===== config.mk =====
export PLATFORM = sky130hd
export DESIGN_NAME = ptu_cfg
export DESIGN_NICKNAME = d
export VERILOG_FILES = /design/src/design/four_level_page_table_updater_macros.svh /design/src/design/ptu_pkg.sv /design/src/design/ptu_cfg.sv
export SDC_FILE = /design/constraint.sdc
export NUM_CORES = 1
export LEC_CHECK = 0
export ABC_AREA = 1
export BUFFER_PORTS_ARGS = -buffer_cell sky130_fd_sc_hd__buf_2
export CAP_MARGIN = 20
export CORE_MARGIN = 5
export CORE_UTILIZATION = 40
export DETAILED_ROUTE_END_ITERATION = 10
export PLACE_DENSITY = 0.89
export SYNTH_ARGS = -nofsm -noshare
export SYNTH_HDL_FRONTEND = slang
export SYNTH_SLANG_ARGS = --single-unit

===== constraint.sdc =====
create_clock -name i_clk -period 1.45 [get_ports i_clk]
set_input_delay 0.145 -clock i_clk [delete_from_list [all_inputs] [get_ports i_clk]]
set_output_delay 0.145 -clock i_clk [all_outputs]
set_load 0.02 [all_outputs]

===== src/design/four_level_page_table_updater_macros.svh =====
// ----------------------------------------------------------------------------
// Assertion macros for the page table updater
// Shared assertion wrappers; defining ASSERT_OFF removes them all.
// ----------------------------------------------------------------------------
`ifndef FOUR_LEVEL_PAGE_TABLE_UPDATER_MACROS_SVH
`define FOUR_LEVEL_PAGE_TABLE_UPDATER_MACROS_SVH
`ifndef ASSERT_OFF
`define PTU_ASSERT(lbl, clk, rst_n, prop) \
    lbl: assert property (@(posedge clk) disable iff (!(rst_n)) (prop)) \
        else $error("page table updater assertion failed");
`define PTU_ASSERT_ALWAYS(lbl, clk, prop) \
    lbl: assert property (@(posedge clk) (prop)) \
        else $error("page table updater assertion failed");
`else
`define PTU_ASSERT(lbl, clk, rst_n, prop)
`define PTU_ASSERT_ALWAYS(lbl, clk, prop)
`endif
`endif


===== src/design/ptu_pkg.sv =====
// ----------------------------------------------------------------------------
// ptu_pkg
// Sizes, codes and types shared by the page table updater modules.
// ----------------------------------------------------------------------------
`timescale 1ns / 1ps
`default_nettype none
package ptu_pkg;
    // Pool size must be a power of two; foreign pointers wrap modulo the pool.
    localparam int TABLE_SLOTS       = 16;
    localparam int ENTRIES_PER_TABLE = 512;
    localparam int IDX_W             = $clog2(ENTRIES_PER_TABLE);
    localparam int SLOT_W            = $clog2(TABLE_SLOTS);
    localparam int CNT_W             = $clog2(TABLE_SLOTS + 1);
    localparam int MEM_DEPTH         = TABLE_SLOTS * ENTRIES_PER_TABLE;
    localparam int MEM_AW            = SLOT_W + IDX_W;
    localparam int ENTRY_W           = 64;
    localparam int FRAME_W           = 40;
    localparam int PAGE_W            = 36;
    localparam int FLAG_W            = 12;
    localparam int CFG_AW            = 4;
    localparam int CFG_DW            = 64;

    localparam logic [CFG_AW-1:0] REG_TABLE_POOL_FRAME = 4'h0;
    localparam logic [FLAG_W-1:0] DIR_FLAGS = 12'h003;
    localparam logic REQ_MAP   = 1'b0;
    localparam logic REQ_UNMAP = 1'b1;

    typedef enum logic [1:0] {
        STATUS_DONE       = 2'd0,
        STATUS_POOL_EMPTY = 2'd1,
        STATUS_NOT_MAPPED = 2'd2
    } t_status;
endpackage
`default_nettype wire


===== src/design/ptu_cfg.sv =====
// ----------------------------------------------------------------------------
// ptu_cfg
// APB register block holding the table pool base frame.
// ----------------------------------------------------------------------------
`timescale 1ns / 1ps
`default_nettype none
module ptu_cfg (
    input  wire logic                          i_clk,
    input  wire logic                          i_rst_n,
    input  wire logic                          psel,
    input  wire logic                          penable,
    input  wire logic                          pwrite,
    input  wire logic [ptu_pkg::CFG_AW-1:0]    paddr,
    input  wire logic [ptu_pkg::CFG_DW-1:0]    pwdata,
    output logic      [ptu_pkg::CFG_DW-1:0]    prdata,
    output logic                               pready,
    output logic      [ptu_pkg::FRAME_W-1:0]   o_pool_frame
);
    logic [ptu_pkg::FRAME_W-1:0] r_pool_frame;

    always_ff @(posedge i_clk) begin
        if (!i_rst_n) begin
            r_pool_frame <= '0;
        end else if (psel && penable && pwrite
                     && paddr == ptu_pkg::REG_TABLE_POOL_FRAME) begin
            r_pool_frame <= pwdata[ptu_pkg::FRAME_W-1:0];
        end
    end

    assign pready       = 1'b1;
    assign prdata       = (paddr == ptu_pkg::REG_TABLE_POOL_FRAME)
                          ? ptu_pkg::CFG_DW'(r_pool_frame) : '0;
    assign o_pool_frame = r_pool_frame;
endmodule
`default_nettype wire


==> impl_metrics.env <==
export IMPL_outcome="complete, no violations"
export IMPL_avgSynthCellArea_sq_um=6.05
export IMPL_syn_to_final_growth_pct=31.2
export IMPL_vias_per_cell=4.36
export IMPL_p_total_uw=2160
export IMPL_async_reset_ff_share_pct=0
export IMPL_postCtsSetupRepairBufs=0
export IMPL_critical_path_buf_inv_count=3
export IMPL_finalSetupViolations=0
export IMPL_grt_ovfl_total=0
export IMPL_largest_reg_flops=40
export IMPL_power_density_mw_per_mm2=718
export IMPL_finalCritPeriodShare_pct=82.5
export IMPL_hpwlAfterDp_um=4490
export IMPL_yosysTopAreaCell="dfxtp_1"
export IMPL_die_y_um=85.7
export IMPL_die_w_um=85.7
export IMPL_p_leak_uw=0.00164
export IMPL_arrival_ps=1050
export IMPL_wl_per_cell_um=10.5
export IMPL_cts_buffers=5
export IMPL_startpoint_type="primary input"
export IMPL_fin_nets=569
export IMPL_layout_cells_non_filler=569
export IMPL_ys_seq_area_share_pct=34.9
export IMPL_slew_viol_final=0
export IMPL_critPathMaxFanout=32
export IMPL_crit_type="in -> out"
export IMPL_synth_cell_type_count=12
export IMPL_syn_cell_area_sq_mm=0.00229
export IMPL_route_vias_total=2482
export IMPL_path_delay_family="buffers and inverters"
export IMPL_wl_um=5990
export IMPL_synth_area_leaders="dfxtp_1, nor2_1, inv_1, nand4_1, buf_4"
export IMPL_grt_use_total_pct=16.2
export IMPL_ctsHoldBuffers=0
export IMPL_cp_slowest_stage_delay_ps=270
export IMPL_clock_tree_root_cell="clkbuf_8"
export IMPL_finClkSkew_ps=0
export IMPL_ys_ff_latch=40
export IMPL_ir_drop_uv=373
export IMPL_worstSetupEndpointType="primary output"
export IMPL_antenna_found_initial=0
export IMPL_cp_common_cell="buf_2"
export IMPL_drive_gt1_share_pct=29.4
export IMPL_die_area_sq_mm=0.00734
export IMPL_grt_max_degree=41
export IMPL_coreArea_sq_mm=0.00554
export IMPL_synth_top_area_share_pct=34.9
export IMPL_cts_tree="yes"
export IMPL_pin_count=178
export IMPL_grt_pass1_wl_um=10000
export IMPL_path_cells="buf_2 > nor2_4 > nand2_1 > buf_4 > nor2_1 > buf_2"
export IMPL_drc=0
export IMPL_ant_nets=0
export IMPL_cts_resized=0
export IMPL_cap_viol_max_count=0
export IMPL_synth_edf_count=0
export IMPL_netlist_instances=379
export IMPL_htreeDepth=2
export IMPL_final_util_pct=54.3
export IMPL_cts_num_sinks=40
export IMPL_num_antenna_cells=0
export IMPL_rsz0062_at_grt="no"
export IMPL_gp_congestion=0.751
export IMPL_final_hold_violation_count=0
export IMPL_hp_class="in -> reg"
export IMPL_clockBufferDepth=2
export IMPL_slowest_stage="buf_4"
export IMPL_yosysMostFrequentCell="nor2_1"
export IMPL_first_pass_iters=4
export IMPL_numPortBuffers=128
export IMPL_period_minus_slack_ps=1200
export IMPL_start_util_pct=41.4
export IMPL_yosys_most_used_dff="dfxtp_1"
export IMPL_row_count=27
export IMPL_clk_latency_ps=280
export IMPL_yosysWarnings=0
export IMPL_clk_pin_slew_ps=70
export IMPL_finalSetupTns_ps=0
export IMPL_fmax_ghz=0.836
export IMPL_synthTopCellsByCount="nor2_1, inv_1, nand2_1"
export IMPL_dp_cells=561
export IMPL_cp_data_required_time_ps=1310
export IMPL_grt_pass1_vias=2249
export IMPL_drt_iter0_drc=46
## logic make-up (layout without fill, tap and decap cells)
logic type             Yosys count  after routing  synth area share (%)
other                            2             25                 0.328
and+or+nand+nor                207            207                  38.6
buffers and inverters          130            225                  26.1
DFF                             40             40                  34.9
## layout make-up
| type | count | area, sq um |
|---|---|---|
| Inverter | 81 | 304 |
| Fill cell | 539 | 2530 |
| Multi-Input combinational cell | 232 | 997 |
| Timing Repair Buffer | 136 | 726 |
| Tap cell | 72 | 90.1 |
| Clock buffer | 8 | 90.1 |
| Sequential cell | 40 | 801 |
## layer usage
metal  vias to the layer above  track usage (%)  part of all wire (%)
met3                         4             4.42                   9.3
met4                         0             3.45                  0.65
li1                       1298                -                     -
met1                      1089             18.7                    39
met5                         -                0                     0
met2                        91             29.9                    51
## through the flow
| step | worst slack, ps | hold slack, ps | area [sq um] |
|---|---|---|---|
| final | 254 | 175 | 3010 |
| after global routing | 130 | 177 | 3010 |
| after CTS | 230 | 166 | 3010 |
| after detailed placement | 233 | 469 | 2920 |
| after global placement | 247 | 460 | 2920 |
| after floorplan | 373 | 369 | 2380 |
## tightest hold or removal path, cell delays in order
cell and delay, ps:
buf_2 70, inv_1 30, nand4_1 70, nand2_1 40, nor2_1 60
## report_power, final
| part | total, uW | internal [uW] | switching [uW] |
|---|---|---|---|
| clock | 742 | 388 | 354 |
| sequential | 1110 | 1110 | 5.79 |
| combinational | 305 | 98.8 | 207 |
| total | 2160 | 1590 | 566 |
## final timing paths
kind	from	endpoint	slack (ps)	cells after the start
setup / recovery	paddr[1]	prdata[24]	250	6
hold / removal	pwdata[26]	o_pool_frame[26]	180	5
setup reg to reg	o_pool_frame[34]	o_pool_frame[34]	860	2
hold reg to reg	o_pool_frame[18]	o_pool_frame[18]	500	2
## layout by cell type (no fill, tap or decap)
master and count:
buf_2 128, nor2_1 120, inv_1 81, nand2_1 42, nand4_1 40, dfxtp_1 40
conb_1 25, clkbuf_8 6, buf_4 6, nor2_4 3, clkbuf_1 2, buf_12 2
nand3_1 1, nor2_2 1
Power figures use the tool's default switching activity.
